--- config.mk ---
export PLATFORM = sky130hd
export DESIGN_NAME = per_source_accept_throttle
export DESIGN_NICKNAME = d
export VERILOG_FILES = /design/src/rtl/core/psat_pkg.sv /design/src/rtl/core/psat_ctrl.sv /design/src/rtl/core/psat_dp.sv /design/src/rtl/core/per_source_accept_throttle.sv
export SDC_FILE = /design/constraint.sdc
export NUM_CORES = 2
export LEC_CHECK = 0
export BUFFER_PORTS_ARGS = -buffer_cell sky130_fd_sc_hd__buf_2
export CAP_MARGIN = 15
export CORE_UTILIZATION = 56
export CTS_CLUSTER_DIAMETER = 200
export DETAILED_ROUTE_END_ITERATION = 8
export PLACE_DENSITY_LB_ADDON = 0.05
export SYNTH_ARGS = -nofsm -noshare
export SYNTH_HDL_FRONTEND = slang
export SYNTH_SLANG_ARGS = --single-unit
--- constraint.sdc ---
create_clock -name clock -period 20.9 [get_ports clock]
set_clock_uncertainty 0.2 [all_clocks]
set_input_delay 4.18 -clock clock [delete_from_list [all_inputs] [get_ports clock]]
set_output_delay 4.18 -clock clock [all_outputs]
set_load 0.03 [all_outputs]
--- src/rtl/core/psat_pkg.sv ---
// shared types and constants for the per-source accept throttle
package psat_pkg;

   // address family codes
   localparam logic [1:0] FAM_NONE = 2'd0;
   localparam logic [1:0] FAM_IPV4 = 2'd1;
   localparam logic [1:0] FAM_IPV6 = 2'd2;
   localparam logic [1:0] FAM_RSVD = 2'd3;

   // configuration register indexes
   localparam logic CSR_WINDOW_LENGTH = 1'b0;
   localparam logic CSR_MAX_PER_WINDOW = 1'b1;

   // configuration reset values
   localparam logic [31:0] WINDOW_LENGTH_RST = 32'd1000;
   localparam logic [15:0] MAX_PER_WINDOW_RST = 16'd10;

   // bucket entry layout in the table memory
   localparam int ADDR_W = 64;
   localparam int TIME_W = 32;
   localparam int CNT_W = 16;
   localparam int ENTRY_W = 2 * ADDR_W + TIME_W + CNT_W;

   // result outcome codes
   typedef enum logic [2:0] {
      OUT_UNTRACKED = 3'd0,
      OUT_COUNTED   = 3'd1,
      OUT_REFUSED   = 3'd2,
      OUT_NEW       = 3'd3,
      OUT_CLEARED   = 3'd4
   } outcome_type;

   // controller states
   typedef enum logic [2:0] {
      ST_IDLE,
      ST_DECODE,
      ST_SCAN,
      ST_UPDATE,
      ST_FINISH
   } state_type;

   // controller to datapath commands
   typedef struct packed {
      logic capture;
      logic start_scan;
      logic scan_en;
      logic clear_tbl;
      logic set_clear_res;
      logic set_untracked_res;
      logic write_entry;
      logic load_rsp;
   } cmd_type;

   // datapath to controller status
   typedef struct packed {
      logic is_clear;
      logic is_untracked;
      logic scan_hit;
      logic scan_done;
      logic out_free;
   } sts_type;

endpackage

--- src/rtl/core/psat_ctrl.sv ---
// controller state machine for the per-source accept throttle
module psat_ctrl import psat_pkg::*; (
   input  logic    clock,
   input  logic    reset,
   input  logic    req_valid,
   output logic    req_ready,
   input  sts_type sts,
   output cmd_type cmd
);

   state_type state_ff;
   state_type state_in;

   // state register
   always_ff @(posedge clock) begin
      if (reset) begin
         state_ff <= ST_IDLE;
      end else begin
         state_ff <= state_in;
      end
   end

   // next state
   always_comb begin
      state_in = state_ff;
      case (state_ff)
         ST_IDLE: begin
            if (req_valid) state_in = ST_DECODE;
         end
         ST_DECODE: begin
            if (sts.is_clear || sts.is_untracked) state_in = ST_FINISH;
            else state_in = ST_SCAN;
         end
         ST_SCAN: begin
            if (sts.scan_hit || sts.scan_done) state_in = ST_UPDATE;
         end
         ST_UPDATE: begin
            state_in = ST_FINISH;
         end
         ST_FINISH: begin
            if (sts.out_free) state_in = ST_IDLE;
         end
         default: begin
            state_in = ST_IDLE;
         end
      endcase
   end

   // command outputs
   always_comb begin
      cmd = '0;
      req_ready = 1'b0;
      case (state_ff)
         ST_IDLE: begin
            req_ready = 1'b1;
            cmd.capture = req_valid;
         end
         ST_DECODE: begin
            cmd.start_scan = 1'b1;
            cmd.clear_tbl = sts.is_clear;
            cmd.set_clear_res = sts.is_clear;
            cmd.set_untracked_res = !sts.is_clear && sts.is_untracked;
         end
         ST_SCAN: begin
            cmd.scan_en = 1'b1;
         end
         ST_UPDATE: begin
            cmd.write_entry = 1'b1;
         end
         ST_FINISH: begin
            cmd.load_rsp = sts.out_free;
         end
         default: begin
            cmd = '0;
         end
      endcase
   end

   // a word is only taken when no other request is in flight
   a_accept_idle: assert property (@(posedge clock) disable iff (reset)
      req_valid && req_ready |=> state_ff == ST_DECODE)
      else $error("request taken outside idle");

endmodule

--- src/rtl/core/psat_dp.sv ---
// datapath for the per-source accept throttle: bucket table, scan and result
module psat_dp import psat_pkg::*; #(
   parameter int BUCKETS = 16
) (
   input  logic        clock,
   input  logic        reset,
   input  cmd_type     cmd,
   output sts_type     sts,
   input  logic        req_type,
   input  logic [1:0]  req_addr_family,
   input  logic [63:0] req_addr_upper,
   input  logic [63:0] req_addr_lower,
   input  logic [31:0] req_now_ms,
   input  logic        csr_write_en,
   input  logic        csr_index,
   input  logic [31:0] csr_wdata,
   input  logic        rsp_ready,
   output logic        rsp_valid,
   output logic        rsp_allowed,
   output logic [2:0]  rsp_outcome,
   output logic [3:0]  rsp_bucket_index
);

   localparam int IDX_W = (BUCKETS > 1) ? $clog2(BUCKETS) : 1;
   localparam logic [IDX_W-1:0] LAST_IDX = IDX_W'(BUCKETS - 1);

   // configuration
   logic [TIME_W-1:0] window_ff;
   logic [CNT_W-1:0]  max_ff;

   // captured request
   logic              clr_ff;
   logic [1:0]        req_fam_ff;
   logic [ADDR_W-1:0] req_up_ff;
   logic [ADDR_W-1:0] req_lo_ff;
   logic [TIME_W-1:0] now_ff;

   // table storage
   logic [1:0]         family_ff [BUCKETS];
   logic [ENTRY_W-1:0] bucket_mem [BUCKETS];

   // scan pipeline
   logic [IDX_W-1:0]   rd_idx_ff;
   logic               issue_done_ff;
   logic               chk_vld_ff;
   logic [IDX_W-1:0]   chk_idx_ff;
   logic [ENTRY_W-1:0] rd_data_ff;
   logic [1:0]         rd_fam_ff;
   logic               issuing;

   // scan trackers
   logic              empty_found_ff, empty_found_in;
   logic [IDX_W-1:0]  empty_idx_ff, empty_idx_in;
   logic              exp_found_ff, exp_found_in;
   logic [IDX_W-1:0]  exp_idx_ff, exp_idx_in;
   logic [IDX_W-1:0]  oldest_idx_ff, oldest_idx_in;
   logic [TIME_W-1:0] oldest_age_ff, oldest_age_in;
   logic [IDX_W-1:0]  slot;

   // bucket update and result
   logic [IDX_W-1:0]  upd_idx_ff;
   logic [TIME_W-1:0] upd_start_ff;
   logic [CNT_W-1:0]  upd_cnt_ff;
   logic              res_allowed_ff;
   outcome_type       res_outcome_ff;
   logic [IDX_W-1:0]  res_idx_ff;
   logic [IDX_W+3:0]  res_idx_wide;

   // output register
   logic              rsp_valid_ff;
   logic              rsp_allowed_ff;
   outcome_type       rsp_outcome_ff;
   logic [3:0]        rsp_idx_ff;

   // fields of the entry being checked
   logic [ADDR_W-1:0] rd_up, rd_lo;
   logic [TIME_W-1:0] rd_start, age;
   logic [CNT_W-1:0]  rd_cnt, cnt_eff;
   logic              chk_full, match, restart, refuse;

   // configuration registers
   always_ff @(posedge clock) begin
      if (reset) begin
         window_ff <= WINDOW_LENGTH_RST;
         max_ff <= MAX_PER_WINDOW_RST;
      end else if (csr_write_en) begin
         case (csr_index)
            CSR_WINDOW_LENGTH: window_ff <= csr_wdata;
            CSR_MAX_PER_WINDOW: max_ff <= csr_wdata[CNT_W-1:0];
            default: window_ff <= window_ff;
         endcase
      end
   end

   // request capture, IPv4 keeps only the low 32 address bits
   always_ff @(posedge clock) begin
      if (cmd.capture) begin
         clr_ff <= req_type;
         req_fam_ff <= req_addr_family;
         now_ff <= req_now_ms;
         if (req_addr_family == FAM_IPV4) begin
            req_up_ff <= '0;
            req_lo_ff <= {32'd0, req_addr_lower[31:0]};
         end else begin
            req_up_ff <= req_addr_upper;
            req_lo_ff <= req_addr_lower;
         end
      end
   end

   // bucket family flops, cleared at once by reset or a clear request
   always_ff @(posedge clock) begin
      if (reset || cmd.clear_tbl) begin
         for (int i = 0; i < BUCKETS; i++) begin
            family_ff[i] <= FAM_NONE;
         end
      end else if (cmd.write_entry) begin
         family_ff[upd_idx_ff] <= req_fam_ff;
      end
   end

   // bucket memory, one write and one registered read port
   always_ff @(posedge clock) begin
      if (cmd.write_entry) begin
         bucket_mem[upd_idx_ff] <= {req_up_ff, req_lo_ff, upd_start_ff, upd_cnt_ff};
      end
      if (issuing) begin
         rd_data_ff <= bucket_mem[rd_idx_ff];
      end
   end

   always_ff @(posedge clock) begin
      if (issuing) begin
         rd_fam_ff <= family_ff[rd_idx_ff];
         chk_idx_ff <= rd_idx_ff;
      end
   end

   // read address sequencing
   assign issuing = cmd.scan_en && !issue_done_ff;

   always_ff @(posedge clock) begin
      if (reset || cmd.start_scan) begin
         rd_idx_ff <= '0;
         issue_done_ff <= 1'b0;
         chk_vld_ff <= 1'b0;
      end else begin
         chk_vld_ff <= issuing;
         if (issuing) begin
            if (rd_idx_ff == LAST_IDX) issue_done_ff <= 1'b1;
            else rd_idx_ff <= rd_idx_ff + 1'b1;
         end
      end
   end

   // request classification, compare and age of the entry under check
   always_comb begin
      sts.is_clear = clr_ff;
      sts.is_untracked = (req_fam_ff == FAM_NONE) || (req_fam_ff == FAM_RSVD) ||
                         ((req_up_ff == '0) && (req_lo_ff == '0));
      sts.out_free = !rsp_valid_ff || rsp_ready;
      {rd_up, rd_lo, rd_start, rd_cnt} = rd_data_ff;
      age = now_ff - rd_start;
      chk_full = rd_fam_ff != FAM_NONE;
      match = (rd_fam_ff == req_fam_ff) && (rd_up == req_up_ff) && (rd_lo == req_lo_ff);
      restart = age >= window_ff;
      cnt_eff = restart ? '0 : rd_cnt;
      refuse = cnt_eff >= max_ff;
      sts.scan_hit = cmd.scan_en && chk_vld_ff && match;
      sts.scan_done = cmd.scan_en && chk_vld_ff && !match && (chk_idx_ff == LAST_IDX);
   end

   // first empty, first expired and oldest bucket trackers
   always_comb begin
      empty_found_in = empty_found_ff;
      empty_idx_in = empty_idx_ff;
      exp_found_in = exp_found_ff;
      exp_idx_in = exp_idx_ff;
      oldest_idx_in = oldest_idx_ff;
      oldest_age_in = oldest_age_ff;
      if (chk_vld_ff && !chk_full && !empty_found_ff) begin
         empty_found_in = 1'b1;
         empty_idx_in = chk_idx_ff;
      end
      if (chk_vld_ff && chk_full && !match) begin
         if (!exp_found_ff && restart) begin
            exp_found_in = 1'b1;
            exp_idx_in = chk_idx_ff;
         end
         if ((chk_idx_ff == '0) || (age > oldest_age_ff)) begin
            oldest_idx_in = chk_idx_ff;
            oldest_age_in = age;
         end
      end
      if (empty_found_in) slot = empty_idx_in;
      else if (exp_found_in) slot = exp_idx_in;
      else slot = oldest_idx_in;
   end

   always_ff @(posedge clock) begin
      if (reset || cmd.start_scan) begin
         empty_found_ff <= 1'b0;
         empty_idx_ff <= '0;
         exp_found_ff <= 1'b0;
         exp_idx_ff <= '0;
         oldest_idx_ff <= '0;
         oldest_age_ff <= '0;
      end else if (cmd.scan_en) begin
         empty_found_ff <= empty_found_in;
         empty_idx_ff <= empty_idx_in;
         exp_found_ff <= exp_found_in;
         exp_idx_ff <= exp_idx_in;
         oldest_idx_ff <= oldest_idx_in;
         oldest_age_ff <= oldest_age_in;
      end
   end

   // bucket update values and pending result
   always_ff @(posedge clock) begin
      if (cmd.set_clear_res) begin
         res_allowed_ff <= 1'b0;
         res_outcome_ff <= OUT_CLEARED;
         res_idx_ff <= '0;
      end else if (cmd.set_untracked_res) begin
         res_allowed_ff <= 1'b1;
         res_outcome_ff <= OUT_UNTRACKED;
         res_idx_ff <= '0;
      end else if (sts.scan_hit) begin
         upd_idx_ff <= chk_idx_ff;
         upd_start_ff <= restart ? now_ff : rd_start;
         upd_cnt_ff <= refuse ? cnt_eff : cnt_eff + 1'b1;
         res_allowed_ff <= !refuse;
         res_outcome_ff <= refuse ? OUT_REFUSED : OUT_COUNTED;
         res_idx_ff <= chk_idx_ff;
      end else if (sts.scan_done) begin
         upd_idx_ff <= slot;
         upd_start_ff <= now_ff;
         upd_cnt_ff <= CNT_W'(1);
         res_allowed_ff <= 1'b1;
         res_outcome_ff <= OUT_NEW;
         res_idx_ff <= slot;
      end
   end

   // output word register
   assign res_idx_wide = {4'b0000, res_idx_ff};

   always_ff @(posedge clock) begin
      if (reset) begin
         rsp_valid_ff <= 1'b0;
      end else if (cmd.load_rsp) begin
         rsp_valid_ff <= 1'b1;
      end else if (rsp_ready) begin
         rsp_valid_ff <= 1'b0;
      end
   end

   always_ff @(posedge clock) begin
      if (cmd.load_rsp) begin
         rsp_allowed_ff <= res_allowed_ff;
         rsp_outcome_ff <= res_outcome_ff;
         rsp_idx_ff <= res_idx_wide[3:0];
      end
   end

   assign rsp_valid = rsp_valid_ff;
   assign rsp_allowed = rsp_allowed_ff;
   assign rsp_outcome = rsp_outcome_ff;
   assign rsp_bucket_index = rsp_idx_ff;

   // a hit and a miss never end the same scan
   a_hit_done_excl: assert property (@(posedge clock) disable iff (reset)
      !(sts.scan_hit && sts.scan_done))
      else $error("scan ended as hit and miss together");

   // a miss is only declared after every bucket was read
   a_done_all_read: assert property (@(posedge clock) disable iff (reset)
      sts.scan_done |-> issue_done_ff)
      else $error("scan finished before all buckets were read");

   // a written bucket carries the request family afterwards
   a_write_family: assert property (@(posedge clock) disable iff (reset)
      cmd.write_entry && !cmd.clear_tbl |=> family_ff[$past(upd_idx_ff)] == $past(req_fam_ff))
      else $error("bucket family not updated on write");

endmodule

--- src/rtl/core/per_source_accept_throttle.sv ---
// top level of the per-source accept throttle
//
//   channel   direction  ports
//   req       in         req_valid/req_ready, type, family, address words, now_ms
//   rsp       out        rsp_valid/rsp_ready, allowed, outcome, bucket_index
//   csr       in         csr_write_en, csr_index, csr_wdata (write only)
//
// a clear or an untracked source gives its word without a scan; a tracked
// source scans the bucket memory through its one registered read port, one
// bucket per cycle, and stops the scan early on a hit.
// one request is worked at a time; a new one is taken while the last word waits.
// synchronous active-high reset empties the table and loads the register defaults.
// rsp_ready low holds the word; the next result waits until the register is free.
module per_source_accept_throttle import psat_pkg::*; #(
   parameter int BUCKETS = 16
) (
   input  logic        clock,
   input  logic        reset,
   input  logic        req_valid,
   output logic        req_ready,
   input  logic        req_type,
   input  logic [1:0]  req_addr_family,
   input  logic [63:0] req_addr_upper,
   input  logic [63:0] req_addr_lower,
   input  logic [31:0] req_now_ms,
   output logic        rsp_valid,
   input  logic        rsp_ready,
   output logic        rsp_allowed,
   output logic [2:0]  rsp_outcome,
   output logic [3:0]  rsp_bucket_index,
   input  logic        csr_write_en,
   input  logic        csr_index,
   input  logic [31:0] csr_wdata
);

   cmd_type cmd;
   sts_type sts;

   // sequencing
   psat_ctrl u_ctrl (
      .clock     (clock),
      .reset     (reset),
      .req_valid (req_valid),
      .req_ready (req_ready),
      .sts       (sts),
      .cmd       (cmd)
   );

   // table, scan and result path
   psat_dp #(
      .BUCKETS (BUCKETS)
   ) u_dp (
      .clock            (clock),
      .reset            (reset),
      .cmd              (cmd),
      .sts              (sts),
      .req_type         (req_type),
      .req_addr_family  (req_addr_family),
      .req_addr_upper   (req_addr_upper),
      .req_addr_lower   (req_addr_lower),
      .req_now_ms       (req_now_ms),
      .csr_write_en     (csr_write_en),
      .csr_index        (csr_index),
      .csr_wdata        (csr_wdata),
      .rsp_ready        (rsp_ready),
      .rsp_valid        (rsp_valid),
      .rsp_allowed      (rsp_allowed),
      .rsp_outcome      (rsp_outcome),
      .rsp_bucket_index (rsp_bucket_index)
   );

endmodule
==> summary.md <==
| Metric | Value |
|---|---|
| Initial core utilization | 0.565 |
| Status | complete, no violations |
| Hold depth | 0 |
| Hold crit path type | register to register |
| Drt drc | 0 |
| Slowest cell on crit path | nor4_1 |
| Synthesis-to-layout area growth | 12.1% |
| Met2 usage | 0.435 |
| Unrepaired setup endpoints after global routing | false |
| First-pass GRT wire length | approximately 450000 um |
| Post-route ant nets | 0 |
| Final period util | 0.378 |
| Syn Nets | 6281 |
| Final setup TNS | 0 ps |
| Crit path largest cell delay | about 570 ps |
| Vias after detailed routing | 61628 |
| Synth Register Bits | approximately 3400 |
| Peak supply drop | 0.0663 mV |
| Worst Setup Start Kind | register |
| Largest net degree at the start of global routing | 141 |
| Async SR Flop Fraction | 0 |
| Detailed Route Iter0 Violations | approximately 6800 |
| Gr usage total | 0.268 |
| Hold buffers post-CTS | 0 |
| Clock transition at the registers of the reported paths | 60 ps |
| Switching Share | 0.206 |
| I/O pins | around 210 |
| EDFF count, synth | around 3300 |
| # port buffers | 210 |
| Vias in the first global route | 62729 |
| Multi-input logic area | 28700 sq um |
| Final-stage net count | 6711 |
| Clock buffer depth | 4 |
| Synthesized area | 130000 sq um |
| Synth warn | 0 |
| Die Wd | 484 um |
| Final critical-path required period | slightly below 8000 ps |
| Register area | approximately 100000 sq um |
| Total Die Area | approximately 230000 sq um |
| Chip Height | 484 um |
| # setup viols final | 0 |
| Kind of critical path | register to register |
| CP arrival | ~8500 ps |
| Clk_lat worst skew | 960 ps |
| CP endpoint kind | register |
| Seq pwr share | 0.547 |
| Met3 Use GR | 0.0349 |
| Vias per std cell | 6.37 |
| Sequential-to-total area share from yosys stat | 0.768 |
| CTS tree | yes |
| Power, Total | 13.8 mW |
| Endpoints failing hold | 0 |
| Grt peak-use layer | met2 |
| Post-CTS Setup Inserts | 0 |
| Comb pwr share | 0.030 |
| DPL Wire Length | roughly 170000 um |
| Critical Path RT | roughly 21000 ps |
| Hold WS | 248 ps |
| Num rows | 176 |
| Clock group share of total power | 0.423 |
| CTS root buf | clkbuf_16 |
| Synth Area per Inst | approximately 22 sq um |
| Grt total ovfl | 0 |
| H-tree depth | 5 |
| Mapped Cells | 5967 |
| Net Sw Power | 2.85 mW |
| Drt first pass iters | 5 |
| WL per Instance | 32.1 um |
| Worst reg2reg path depth | 28 |
| PD cells | 94.6 nW/um^2 |
| LEAKAGE | about 45 nW |
| CTS Buf Count | 353 |
| Core Area | 230000 sq um |
| CP max FO | 22 |
| WL final | 311000 um |
| Slew headroom | 0.154 |
| Synth unique cells | 66 |
| Placer congestion estimate | about 0.84 |
| Final Max Slew Viols | 0 |
| Max Fclk | 0.127 GHz |
| Maxcap violations | 0 |
| CTS resizes | 0 |
| CTS Sinks | 3365 |
| Ys flop type | edfxtp_1 |
| Slew @ Worst Pin | 1260 ps |
| Global-route met1 utilization | 0.391 |
| Number of fill cells in the layout | 15509 |
| Initial antenna violation count | 11 |
| Layout cell share with drive strength beyond 1 | 0.262 |
| Int Pwr | between 10 and 15 mW |
==> layout make-up <==
type / count / area share
Sequential cell: 3365 / 0.686
Multi-Input combinational cell: 2192 / 0.197
Clock buffer: 433 / 0.0633
Tap cell: 3026 / 0.0260
Timing Repair Buffer: 340 / 0.0150
Clock inverter: 178 / 0.00913
Inverter: 145 / 0.00425
Antenna cell: 3 / 0.0000515
==> worst max-delay path, delay by kind of cell, from the launching register on <==
kind	cells	cell delay, ps
adder cells (fa/ha/maj)	4	1160
XOR/XNOR	1	360
flip-flops	1	400
AND/OR/NAND/NOR	7	1930
buffers and inverters	1	250
AO/OA/AOI/OAI	15	3420
==> power by group through the flow <==
stage / Sequential [mW] / Clock, mW / Combinational, mW
CTS: 7.55 / 5.92 / 0.414
floorplan: 7.66 / 0 / 0.250
global placement: 7.68 / 0 / 0.408
global route: 7.56 / 6.17 / 0.447
finish: 7.55 / 5.84 / 0.410
detailed placement: 7.69 / 0 / 0.411
==> per-layer routing <==
metal / wire length, um / vias to the layer above
met4: 6900 / 2
met1: 130000 / 33232
met2: 154000 / 2306
met5: 18 / -
li1: - / 25639
met3: 19200 / 449
==> final timing paths <==
check / startpoint / to / slack, ps
max: u_dp.rd_data_ff[16] / u_dp.upd_cnt_ff[11] / 13010
min reg2reg: u_dp.res_outcome_ff[2] / u_dp.rsp_outcome[2] / 250
max reg2reg: u_dp.rd_data_ff[16] / u_dp.upd_cnt_ff[11] / 13010
min: u_dp.res_outcome_ff[2] / u_dp.rsp_outcome[2] / 250
==> cells in the final DEF, fill, tap and decap left out, types with 6 or more instances in the layout <==
master / instances
and3_1: 9
clkbuf_1: 73
nor4_1: 60
nand2b_1: 16
or3_1: 6
buf_12: 12
a211oi_1: 10
nand2_1: 189
o21ai_0: 70
mux4_2: 890
nor2b_1: 15
o21ai_1: 6
o21a_1: 11
nand3_1: 23
nor2_4: 7
xnor2_1: 67
a211o_1: 10
and2_1: 122
a22o_1: 11
edfxtp_1: 3253
inv_6: 6
clkinv_2: 67
nor2_1: 130
nor3_1: 39
a21oi_1: 110
buf_4: 117
dfxtp_1: 108
inv_1: 135
buf_2: 210
inv_8: 10
a21o_1: 18
clkbuf_16: 355
bufinv_16: 18
mux2i_1: 24
nand4_1: 46
ha_1: 112
xor2_1: 90
or2_2: 9
clkinv_1: 77
==> cell families (layout without fill, tap and decap cells) <==
family | Yosys count | after routing | share of synthesized area
and+or+nand+nor | 696 | 696 | 0.0269
DFF | 3365 | 3365 | 0.768
other | 0 | 3 | 0
muxes | 916 | 916 | 0.156
adders and majority gates | 113 | 113 | 0.0109
buffers and inverters | 410 | 1096 | 0.0119
xor gates and xnor gates | 157 | 157 | 0.0106
AOI/OAI and AO/OA | 310 | 310 | 0.0152
==> state kept, by name (all words and copies together), names as in the netlist, 2 cells and up <==
register,count
u_ctrl.state_ff,3
u_dp.bucket_mem,2816
u_dp.chk_idx_ff,4
u_dp.empty_idx_ff,4
u_dp.exp_idx_ff,4
u_dp.family_ff,32
u_dp.max_ff,16
u_dp.now_ff,32
u_dp.oldest_age_ff,32
u_dp.oldest_idx_ff,4
u_dp.rd_data_ff,176
u_dp.rd_fam_ff,2
u_dp.rd_idx_ff,4
u_dp.req_fam_ff,2
u_dp.req_lo_ff,64
u_dp.req_up_ff,64
u_dp.res_idx_ff,4
u_dp.res_outcome_ff,3
u_dp.rsp_bucket_index,4
u_dp.rsp_outcome,3
u_dp.upd_cnt_ff,16
u_dp.upd_idx_ff,4
u_dp.upd_start_ff,32
u_dp.window_ff,32
==> through the flow <==
| stage | cell area (sq um) | cells | setup slack [ps] | utilization |
|---|---|---|---|---|
| floorplan | 130000 | 5967 | 6920 | - |
| global placement | 135000 | 9065 | 13160 | 0.587 |
| detailed placement | 135000 | 9065 | 13100 | 0.587 |
| CTS | 146000 | 9676 | 13060 | 0.633 |
| global route | 146000 | 9680 | 12410 | 0.633 |
| finish | 146000 | 9682 | 13010 | 0.633 |
==> Yosys cell counts (all sizes together) (51+ instances only) <==
library cell  instances  share of area
inv                 145         0.0042
o21ai                76         0.0029
nand2               190         0.0055
and2                122         0.0059
buf                  51         0.0015
ha                  112          0.011
a21oi               111         0.0043
clkbuf              214         0.0062
xor2                 90         0.0061
nor2                137         0.0040
mux4                890           0.15
edfxtp             3253           0.75
nor4                 63         0.0030
xnor2                67         0.0045
dfxtp               112          0.017
Note: power is estimated with default switching activity, not from simulation.
